File: src/sv/rpp_pkg.sv
// Shared types and constants for the rotated pixel plot frame store.
package rpp_pkg;

  localparam int unsigned COLS_W = 7;
  localparam int unsigned PAGE_W = 3;
  localparam int unsigned ROW_W  = 6;
  localparam int unsigned ADDR_W = PAGE_W + COLS_W;

  // operation codes
  localparam logic [1:0] OP_DRAW  = 2'd0;
  localparam logic [1:0] OP_READ  = 2'd1;
  localparam logic [1:0] OP_CLEAR = 2'd2;

  // pen codes (anything else clears)
  localparam logic [1:0] PEN_CLR = 2'd0;
  localparam logic [1:0] PEN_SET = 2'd1;
  localparam logic [1:0] PEN_INV = 2'd2;

  // rotation codes
  localparam logic [1:0] ROT_0   = 2'd0;
  localparam logic [1:0] ROT_90  = 2'd1;
  localparam logic [1:0] ROT_180 = 2'd2;
  localparam logic [1:0] ROT_270 = 2'd3;

  typedef struct packed {
    logic [1:0] operation;
    logic [7:0] pixel_x;
    logic [7:0] pixel_y;
    logic [1:0] pen;
    logic [2:0] read_page;
    logic [6:0] read_column;
  } in_item_t;

  typedef struct packed {
    logic [2:0] page;
    logic [6:0] column;
    logic [7:0] byte_value;
    logic       in_bounds;
  } out_item_t;

  typedef enum logic [1:0] {
    CMD_DRAW,
    CMD_READ,
    CMD_CLEAR,
    CMD_NOP
  } cmd_kind_t;

  typedef struct packed {
    cmd_kind_t         kind;
    logic [ADDR_W-1:0] addr;
    logic [2:0]        bit_sel;
    logic [1:0]        pen;
  } cmd_t;

  typedef enum logic [2:0] {
    ST_INIT,
    ST_IDLE,
    ST_ACCESS,
    ST_CLEAR,
    ST_RESP
  } back_state_t;

endpackage

File: src/sv/rpp_queue.sv
// Two-entry command queue between front and back.
module rpp_queue (
  input  logic          clk,
  input  logic          rst_n,
  input  logic          push,
  input  rpp_pkg::cmd_t push_cmd,
  output logic          full,
  input  logic          pop,
  output logic          valid,
  output rpp_pkg::cmd_t head
);

  rpp_pkg::cmd_t entry_r [2];
  logic          wr_ptr_r;
  logic          wr_ptr_nxt;
  logic          rd_ptr_r;
  logic          rd_ptr_nxt;
  logic [1:0]    count_r;
  logic [1:0]    count_nxt;

  assign full  = (count_r == 2'd2);
  assign valid = (count_r != 2'd0);
  assign head  = entry_r[rd_ptr_r];

  assign wr_ptr_nxt = push ? !wr_ptr_r : wr_ptr_r;
  assign rd_ptr_nxt = pop ? !rd_ptr_r : rd_ptr_r;
  assign count_nxt  = count_r + {1'b0, push} - {1'b0, pop};

  always_ff @(posedge clk) begin
    if (!rst_n) begin
      wr_ptr_r <= 1'b0;
      rd_ptr_r <= 1'b0;
      count_r  <= 2'd0;
    end else begin
      wr_ptr_r <= wr_ptr_nxt;
      rd_ptr_r <= rd_ptr_nxt;
      count_r  <= count_nxt;
    end
  end

  always_ff @(posedge clk) begin
    if (push) begin
      entry_r[wr_ptr_r] <= push_cmd;
    end
  end

endmodule

File: config.mk
export PLATFORM = sky130hd
export DESIGN_NAME = rpp_queue
export DESIGN_NICKNAME = d
export VERILOG_FILES = /design/src/sv/rpp_pkg.sv /design/src/sv/rpp_queue.sv
export SDC_FILE = /design/constraint.sdc
export NUM_CORES = 1
export LEC_CHECK = 0
export BUFFER_PORTS_ARGS = -buffer_cell sky130_fd_sc_hd__buf_4
export CAP_MARGIN = 5
export CORE_ASPECT_RATIO = 0.6
export CORE_MARGIN = 3
export CORE_UTILIZATION = 40
export CTS_BUF_LIST = sky130_fd_sc_hd__clkbuf_8
export CTS_CLUSTER_DIAMETER = 30
export DETAILED_ROUTE_END_ITERATION = 7
export GPL_TIMING_DRIVEN = 0
export HOLD_SLACK_MARGIN = 0.15
export SYNTH_ARGS = -nofsm -noshare
export SYNTH_HDL_FRONTEND = slang
export SYNTH_SLANG_ARGS = --single-unit
export TNS_END_PERCENT = 100
File: constraint.sdc
create_clock -name clk -period 1.7 [get_ports clk]
set_input_delay 0.34 -clock clk [delete_from_list [all_inputs] [get_ports clk]]
set_output_delay 0.34 -clock clk [all_outputs]
set_load 0.02 [all_outputs]
* Yosys cells after proc, flatten, opt, wreduce, memory -nomap -nowiden *
Memory sizes are Yosys's and may differ from the RTL's. A register that Yosys moved wholly into a read port is not among the register bits.
Index checks and enable logic that the tools add are counted.

cells by class
  add/sub/neg operators = 2
  equal/unequal tests = 1
  multiplexer cells = 4
  reductions and logical operators = 3

operators by type and width
  kind                  count
  $mux W1               4
  $add A2 B1 Y2         1
  $eq A2 B2 Y1 const B  1
  $logic_not A1 Y1      2
  $reduce_bool A2 Y1    1
  $sub A2 B1 Y2         1

word-level totals
  flip-flop bits (word level) = 4
  memory bits (writable) = 34
  output and inout bits = 19
  logic and storage cells = 14
  memories kept = 1

memories
  name     depth  width  rd ports  clocked after memory_dff  write ports  RTL line         text
  entry_r  2      17     1         1                         1            rpp_queue.sv:13  rpp_pkg::cmd_t entry_r [2];

* Longest topological paths before layout *
  depth in word-level cells = 3
  mapped depth = 6

* Worst setup path after synthesis *
Ideal clock, no wire load.

  path type = input to register
  start = input push
  end = memory entry_r[0][0] in the netlist's numbering, enable pin
  setup time = 0.394 ns
  arrival time = 1.178 ns
  slack = 0.128 ns
  cell stages on the path = 1
  cells stage by stage = nor2b_1

on the way
  cells in the longest elaborated chain, start to end = 2

RTL lines
  item                           RTL line         text
  start: declaration             rpp_queue.sv:5   input logic push,
  $mux W1                        rpp_queue.sv:42  if (push) begin
  $mux W1 (not written as such)  rpp_queue.sv:43  entry_r[wr_ptr_r] <= push_cmd;
  end: declaration               rpp_queue.sv:13

No other way between the ends.

==> results.cfg <==
[setup_path]
crit_buf_inv = 3
path_max_fanout = 5
path_cells = buf_6, clkbuf_16, mux2_4, buf_6
r2r-end = count_r[1]
reg2reg_slack_ns = 0.21
r2r_start = count_r[0]
path_depth = 4
cpMostUsedCell = buf_6
rr_worst_depth = 6
cp-start-kind = flop
cpMaxStageDelayCell = dfxtp_2
cpPeakStageDelay_ns = 0.33
crit_family = buffers and inverters
cp.required_ns = 1.36
cp.arrival_ns = 1.33
critPathKind = flop to output port
cp-end-kind = output port

[die]
die_w_um = 85.3
initial_core_util = 0.441
io_pins = 40
design.core.area_mm2 = 0.00342
dieArea_mm2 = 0.00457
row_count = 16
die_height_um = 53.6

[final_layout]
multiInputGateArea_um2 = 374
final_cell_mix = edfxtp_1, buf_4, buf_6, mux2_4, clkbuf_8
final_nets = 147
instances_no_fill = 170
register_area_mm2 = 0.00112
final_common_cell = edfxtp_1
drive_gt1_frac = 0.568
fillCellCount = 259
area_growth_pct = 39.6
antenna_cells = 0

[synthesis]
synth_cells = 74
synth_fp_nets = 97
ys_seq_elements = 39
synth_cell_types = 14
synth_area_mm2 = 0.00151
synth_area_per_cell_um2 = 20.4
synth_warnings = 0
synth.area.top_cells = edfxtp_1, mux2_4, dfxtp_1
synth_top_area_frac = 0.677
ys_seq_area_frac = 0.743
yosysTopAreaCell = edfxtp_1

[pwr]
pwr_density_cell_mw_per_mm2 = 1020
p_leak_nw = 0.864
ir_drop_v = 0.000626

[clock_tree]
clk_pin_slew_ns = 0.07
cts-root-buf = clkbuf_8
clockBufferDepth = 2
cts_inserted_buffers = 5
clk_latency_ns = 0.28
cts_tree = yes
h-tree-depth = 2
clkSinkCount = 39

[global_routing]
grt_pass1_vias = 787
overflow = 0
grt_max_degree = 18
grt_use_total = 0.115
grt_pass1_wl_um = 3700
antenna_found_initial = 0

[timing]
slew_viol_final = 0
relSlewSlack = 0.452
max_freq_ghz = 0.599
setup_viol_count_final = 0
worst_pin_slew_ns = 0.822
finalHoldViolCount = 0
finClkSkew_ns = 0.00495
tns_ns = 0
rsz0062_at_grt = yes
fin_crit_ns = 1.67
fin_crit_sh = 0.983

[placement]
dp_hpwl_um = 1670
gp_routability_congestion = 0.706
port-buffer-count = 39
placed_cells = 159

[routing]
drt_wl_total_um = 2460
drc_errors = 0
vias_per_cell = 4.52
drt-initial-drc-count = 26
dr.pass1.iters = 4
vias = 769
ant_nets = 0
wl_per_cell_um = 14.4

[worst_hold_path]
hp-start = push_cmd[14]
min_to = entry_r[1][14]
whs_path_depth = 1
hold_class = input port to flop

[outcome]
status = complete, no violations

[job]
max_cap_violations = 0
## stage by stage
stage	setup WS (ns)	util	instance area, um2	total power [mW]	hold WS [ns]
6_report	0.0294	0.615	2110	2.16	0.241
4_1_cts	0.00375	0.584	2000	2.13	0.234
3_5_place_dp	0.128	0.548	1880	1.55	0.528
5_1_grt	-0.0427	0.615	2110	2.26	0.230
2_1_floorplan	0.128	-	1510	1.38	0.439
3_3_place_gp	-0.464	0.543	1860	1.53	0.525
## per-layer routing
metal,vias up,share of wire,GRT usage,wire length (um)
li1,373,-,-,-
met3,4,0.080,0.0612,196
met1,363,0.43,0.131,1050
met5,-,0,0,0
met4,0,0.013,0.0553,31
met2,29,0.48,0.182,1180
## cells in the mapped netlist (all sizes together)
master	number
edfxtp	34
mux2	17
dfxtp	5
and2	4
nor2b	4
buf	2
ha	2
inv	2
o21a	1
or2	1
xnor3	1
xor2	1
## worst reg2reg max path: cells and delay by family (launching register included)
kind                     cells  cell delay (ns)
XOR/XNOR                     1             0.42
AND/OR/NAND/NOR              1             0.15
buffers and inverters        2             0.10
flip-flops                   1             0.35
adder cells (fa/ha/maj)      2             0.41
## flip-flops by register name, indices dropped and copies added, names as in the netlist, named ones only
signal,count
entry_r,34
count_r,2
wr_ptr_r,1
rd_ptr_r,1
## what timing repair did
item                                    CTS  global route
buffers inserted                          2             0
resized for setup                         1            22
hold buffers                              0             0
gates cloned                              0             1
hold endpoints to repair                  0             0
endpoints found under the setup margin   10            16
## cells by family after synthesis
logic type | synth area share
buffers and inverters | 0.0257
flip-flops | 0.743
AND/OR/NAND/NOR | 0.0373
adder cells (fa/ha/maj) | 0.0166
multiplexers | 0.152
XOR/XNOR | 0.0207
AO/OA/AOI/OAI | 0.00498
## area by class of cell
cell class / count / share of cell area
sequential: 39 / 0.533
timing repair buffer: 43 / 0.206
multi-input combinational: 31 / 0.178
clock buffer: 5 / 0.0327
tap: 45 / 0.0267
buffer: 2 / 0.0149
clock inverter: 3 / 0.00594
inverter: 2 / 0.00357
## power breakdown
part	switching (mW)	internal, mW	leakage (nW)	total (mW)
Sequential	0.0219	1.11	0.361	1.13
Combinational	0.200	0.274	0.452	0.473
Clock	0.279	0.275	0.0505	0.554
Total	0.501	1.65	0.864	2.16
## worst max path at each step
stage          from             to  slack [ns]
2_1_floorplan  push  entry_r[0][0]        0.13
4_1_cts        flop       head[12]       0.004
3_5_place_dp    pop     count_r[1]        0.13
5_1_grt        flop       head[13]       -0.04
6_report       flop       head[13]        0.03
3_3_place_gp   push  entry_r[0][2]       -0.46
(Power assumes the default switching activity.)
