$ cat src/sv/rpp_pkg.sv
// Shared types and constants for the rotated pixel plot frame store.
package rpp_pkg;

  localparam int unsigned COLS_W = 7;
  localparam int unsigned PAGE_W = 3;
  localparam int unsigned ROW_W  = 6;
  localparam int unsigned ADDR_W = PAGE_W + COLS_W;

  // operation codes
  localparam logic [1:0] OP_DRAW  = 2'd0;
  localparam logic [1:0] OP_READ  = 2'd1;
  localparam logic [1:0] OP_CLEAR = 2'd2;

  // pen codes (anything else clears)
  localparam logic [1:0] PEN_CLR = 2'd0;
  localparam logic [1:0] PEN_SET = 2'd1;
  localparam logic [1:0] PEN_INV = 2'd2;

  // rotation codes
  localparam logic [1:0] ROT_0   = 2'd0;
  localparam logic [1:0] ROT_90  = 2'd1;
  localparam logic [1:0] ROT_180 = 2'd2;
  localparam logic [1:0] ROT_270 = 2'd3;

  typedef struct packed {
    logic [1:0] operation;
    logic [7:0] pixel_x;
    logic [7:0] pixel_y;
    logic [1:0] pen;
    logic [2:0] read_page;
    logic [6:0] read_column;
  } in_item_t;

  typedef struct packed {
    logic [2:0] page;
    logic [6:0] column;
    logic [7:0] byte_value;
    logic       in_bounds;
  } out_item_t;

  typedef enum logic [1:0] {
    CMD_DRAW,
    CMD_READ,
    CMD_CLEAR,
    CMD_NOP
  } cmd_kind_t;

  typedef struct packed {
    cmd_kind_t         kind;
    logic [ADDR_W-1:0] addr;
    logic [2:0]        bit_sel;
    logic [1:0]        pen;
  } cmd_t;

  typedef enum logic [2:0] {
    ST_INIT,
    ST_IDLE,
    ST_ACCESS,
    ST_CLEAR,
    ST_RESP
  } back_state_t;

endpackage

$ cat src/sv/rpp_front.sv
// Front end: rotation register, bounds check, coordinate mapping, command build.
module rpp_front (
  input  logic              clk,
  input  logic              rst_n,
  input  logic              in_valid,
  output logic              in_ready,
  input  rpp_pkg::in_item_t in_data,
  input  logic              cfg_we,
  input  logic [1:0]        cfg_wdata,
  input  logic              q_full,
  input  logic              init_busy,
  output logic              push,
  output rpp_pkg::cmd_t     push_cmd
);

  logic [1:0] rotation_r;
  logic [1:0] rotation_nxt;
  logic [7:0] x;
  logic [7:0] y;
  logic       inb;
  logic [rpp_pkg::COLS_W-1:0] col;
  logic [rpp_pkg::ROW_W-1:0]  row;

  assign rotation_nxt = cfg_we ? cfg_wdata : rotation_r;

  always_ff @(posedge clk) begin
    if (!rst_n) begin
      rotation_r <= rpp_pkg::ROT_0;
    end else begin
      rotation_r <= rotation_nxt;
    end
  end

  assign in_ready = !q_full && !init_busy;
  assign push     = in_valid && in_ready;
  assign x        = in_data.pixel_x;
  assign y        = in_data.pixel_y;

  // sideways rotations swap the bounds
  always_comb begin
    if (rotation_r[0]) begin
      inb = (x[7:6] == 2'b00) && !y[7];
    end else begin
      inb = !x[7] && (y[7:6] == 2'b00);
    end
  end

  // coordinates are in bounds when used, so 127-v and 63-v are bit inversions
  always_comb begin
    unique case (rotation_r)
      rpp_pkg::ROT_90: begin
        col = ~y[6:0];
        row = x[5:0];
      end
      rpp_pkg::ROT_180: begin
        col = ~x[6:0];
        row = ~y[5:0];
      end
      rpp_pkg::ROT_270: begin
        col = y[6:0];
        row = ~x[5:0];
      end
      default: begin
        col = x[6:0];
        row = y[5:0];
      end
    endcase
  end

  always_comb begin
    push_cmd.kind    = rpp_pkg::CMD_NOP;
    push_cmd.addr    = {row[5:3], col};
    push_cmd.bit_sel = row[2:0];
    push_cmd.pen     = in_data.pen;
    unique case (in_data.operation)
      rpp_pkg::OP_DRAW: begin
        push_cmd.kind = inb ? rpp_pkg::CMD_DRAW : rpp_pkg::CMD_NOP;
      end
      rpp_pkg::OP_READ: begin
        push_cmd.kind = rpp_pkg::CMD_READ;
        push_cmd.addr = {in_data.read_page, in_data.read_column};
      end
      rpp_pkg::OP_CLEAR: begin
        push_cmd.kind = rpp_pkg::CMD_CLEAR;
      end
      default: begin
        push_cmd.kind = rpp_pkg::CMD_NOP;
      end
    endcase
  end

endmodule

$ cat config.mk
export PLATFORM = sky130hd
export DESIGN_NAME = rpp_front
export DESIGN_NICKNAME = d
export VERILOG_FILES = /design/src/sv/rpp_pkg.sv /design/src/sv/rpp_front.sv
export SDC_FILE = /design/constraint.sdc
export NUM_CORES = 1
export LEC_CHECK = 0
export ABC_CLOCK_PERIOD_IN_PS = 1750
export BUFFER_PORTS_ARGS = -buffer_cell sky130_fd_sc_hd__buf_2
export CAP_MARGIN = 10
export CORE_ASPECT_RATIO = 1.1
export CORE_MARGIN = 3
export CORE_UTILIZATION = 38
export DETAILED_ROUTE_END_ITERATION = 12
export HOLD_SLACK_MARGIN = 0.05
export PLACE_DENSITY = 0.95
export SYNTH_ARGS = -nofsm -noshare
export SYNTH_HDL_FRONTEND = slang
export SYNTH_SLANG_ARGS = --single-unit
$ cat constraint.sdc
create_clock -name clk -period 1.75 [get_ports clk]
set_input_delay 0.0875 -clock clk [delete_from_list [all_inputs] [get_ports clk]]
set_output_delay 0.0875 -clock clk [all_outputs]
set_load 0.02 [all_outputs]
## After elaboration in Yosys (flattened, before gate mapping)

Index checks and enable logic that the tools add are counted.

| operators by class | value |
|---|---|
| equal/unequal tests | 5 |
| mux-type cells | 6 |
| bitwise gates (word level) | 4 |
| reduce and logical (&&, ||, !) cells | 11 |

Operators by type and width:

| kind | count |
|---|---|
| 7-bit one-hot mux with 3 select lines | 1 |
| 6-bit one-hot mux with 3 select lines | 1 |
| 7-bit NOT | 2 |
| 6-bit NOT | 2 |
| 10-bit two-way mux | 1 |
| 2-bit equality test (second input constant) | 3 |
| 2-bit logical NOT | 3 |
| 2-bit one-hot mux with 3 select lines | 1 |
| 2-bit by 1-bit equality test with 1-bit output (second input constant) | 2 |
| 1-bit logical AND | 4 |
| 1-bit logical NOT | 4 |
| 2-bit two-way mux | 1 |
| 1-bit two-way mux | 1 |

| storage, ports and cells | value |
|---|---|
| bits in registers | 2 |
| input port bits | 38 |
| output and inout bits | 19 |
| word-level logic and storage cells | 27 |

## Longest topological paths before layout

| depth | value |
|---|---|
| word-level depth | 5 |
| mapped depth | 5 |
| mapped depth without buffers | 3 |

## Least setup slack after synthesis

OpenSTA, ideal clock, no wires.

| timing path | value |
|---|---|
| path type | register to output |
| start point | reg rotation_r[0] |
| end point | out push_cmd[10] (netlist bit) |
| arrival | 1.341 ns |
| required time | 1.662 ns |
| slack | 0.321 ns |
| cell stages (with the launch flop) | 5 |
| path buffers | 1 |
| path through | dfxtp_1 > buf_4 > nor2b_1 > o211a_1 > nor3_1 |

RTL lines:

| item | RTL line | source |
|---|---|---|
| start, declared | rpp_front.sv:16 | `logic [1:0] rotation_r;` |
| start signal, assigned | rpp_front.sv:28 | `rotation_r <= rpp_pkg::ROT_0;` |
| start signal, assigned | rpp_front.sv:30 | `rotation_r <= rotation_nxt;` |
| end, declared | rpp_front.sv:13 | `output rpp_pkg::cmd_t push_cmd` |

==> results.toml <==
[die]
dieArea_um2 = 2010
core_um2 = 1400
die_y_um = 46.7
ios = 57
rows = 14
fp.dieW_um = 43.0
start_util = 0.409

[run]
max_cap_viol_count = 0

[power]
peakVddDrop_v = 0.000596
power_frac_seq = 0.147
p_switching_mw = 0.181
combPwrFrac = 0.615
swShare = 0.429
powerDensity_nw_per_um2 = 490
p_leak_nw = 0.462
p_int_mw = 0.241
clkPwrFrac = 0.238

[global_routing]
overflow = 0
grt_first_pass_wirelength_um = 2860
grt_antenna_before_repair = 0
grt_pass1_vias = 705
grt_max_degree = 22
grtUsageTotal = 0.188

[place]
gp_congestion = 0.757
dpl.hpwl_um = 1480
post-place-ws_ns = 0.212
portBuffers = 52

[worst_setup_path]
path_max_fanout = 13
critPathLaunchType = "flip-flop"
crit_arrival_ns = 1.56
r2r_slack_ns = 0.86
crit_path_end_kind = "primary output"
cp.required_ns = 1.66
critPathKind = "flip-flop to primary output"

[clock_tree]
cts_tree = "built"
clock_latency_ns = 0.22
postCtsSetupRepairBufs = 0
clock_sinks = 2
htree_num_levels = 1
clk_pin_slew_ns = 0.03
numCtsBuffers = 3
hold_buffers = 0
clock_path_buffers = 2
ctsRootBufferMaster = "clkbuf_4"

[sta]
finalCritPeriodShare = 0.942
timing.final.ws_setup_ns = 0.101
finalHoldViolations = 0
setup_viol = 0
fin_crit_ns = 1.65
drv_slew = 0
fmax_mhz = 606
skew_ns = 0
setup-tns-final_ns = 0
relSlewSlack = 0.738
rsz0062_at_grt = "no"
worst_pin_slew_ns = 0.393

[detailed_routing]
wire_per_inst_um = 12.2
wl_um = 1820
vias = 795
antenna_left = 0
drc_errors = 0
viasPerCell = 5.34
first_iter_violations = 8
drt_pre_antenna_iters = 4

[final_layout]
largest-register = "rotation_r"
nets = 173
area_delta_synth_final_pct = 50.4
largest_register_ffs = 2
drive_above_1_share = 0.474
layout_commonest_cell = "buf_2"
fillerInstances = 140
num_antenna_cells = 0
top_regs = "rotation_r x2"
final_cell_mix = "buf_2, nor2b_1, mux2i_1, nor2_1, nand2_1"

[synthesis]
synth-seq-cells = 2
avgSynthCellArea_um2 = 6.90
syn_nets = 121
post_synth_num_cell_types = 22
yosysWarnings = 0
syn_inst = 83
syn_area_um2 = 573
ys_seq_area_frac = 0.0699

[worst_hold_path]
min_path_type = "input port to flip-flop"

[status]
status = "complete, no violations"
## power by group through the flow
stage               Combinational [mW]  Clock (mW)  Sequential [mW]
floorplan                        0.173           0           0.0509
global placement                 0.245           0           0.0612
detailed placement               0.255           0           0.0619
CTS                              0.257       0.105           0.0617
global route                     0.284       0.117           0.0638
finish                           0.260       0.101           0.0620
## path summary, 6_finish.rpt
check	from	endpoint	cells past startpoint
setup reg to reg	rotation_r[1]$_SDFFE_PN0P_	rotation_r[1]$_SDFFE_PN0P_	2
hold / removal	rst_n	rotation_r[0]$_SDFFE_PN0P_	2
hold reg to reg	rotation_r[0]$_SDFFE_PN0P_	rotation_r[0]$_SDFFE_PN0P_	2
setup / recovery	rotation_r[0]$_SDFFE_PN0P_	push_cmd[5]	5
## per-stage QoR
stage                     hold WS, ns  cells  instance area, um^2  utilization  total power, mW
after floorplan                 0.216     83                  573            -            0.224
after global placement          0.175    146                  825        0.588            0.306
after detailed placement        0.175    146                  825        0.588            0.317
after CTS                      0.0792    149                  848        0.605            0.424
after global routing            0.108    149                  862        0.615            0.465
final                          0.0821    149                  862        0.615            0.423
## layer usage
metal / up-vias / global-route usage / routed length (um)
met1: 355 / 0.200 / 686
met2: 37 / 0.338 / 926
met3: 6 / 0.0230 / 152
li1: 397 / - / -
met5: - / 0 / 0
met4: 0 / 0.157 / 60
## cell families after synthesis
logic type / share of synthesized area
compound gates: 0.175
xor+xnor: 0.0917
buf+inv: 0.103
flops: 0.0699
mux: 0.140
simple gates: 0.421
## layout make-up
type	instances	area (um^2)	area share
Multi-Input combinational cell	72	484	0.562
Timing Repair Buffer	56	293	0.340
Sequential cell	2	42.5	0.0493
Clock buffer	3	22.5	0.0261
Tap cell	16	20.0	0.0232
## Yosys cell counts
master,number,share of area
or2b_1,1,0.013
o211ai_1,4,0.052
nor2_1,8,0.052
xnor2_1,3,0.046
o211a_1,3,0.052
o21bai_1,2,0.026
dfxtp_1,2,0.070
nand2_1,7,0.046
o21ai_0,3,0.026
nor4_1,3,0.033
buf_2,2,0.017
clkbuf_1,2,0.013
or4_1,4,0.052
mux2i_1,8,0.14
nor2b_1,10,0.11
xor2_1,3,0.046
a2111oi_1,1,0.017
buf_4,4,0.052
and2_1,5,0.055
nor3_1,3,0.026
buf_6,1,0.020
nand3_1,4,0.035
## worst max-delay path: stages (launching register included)
cell and delay, ns:
dfxtp_2 0.38, buf_4 0.17, and2_1 0.14, or4_1 0.40
nand3_1 0.09, buf_2 0.16
## repair_timing
action,4_1_cts,5_1_grt
pin swaps,0,0
endpoints found under the setup margin,6,10
resized for setup,1,4
Power figures use the tool's default switching activity.
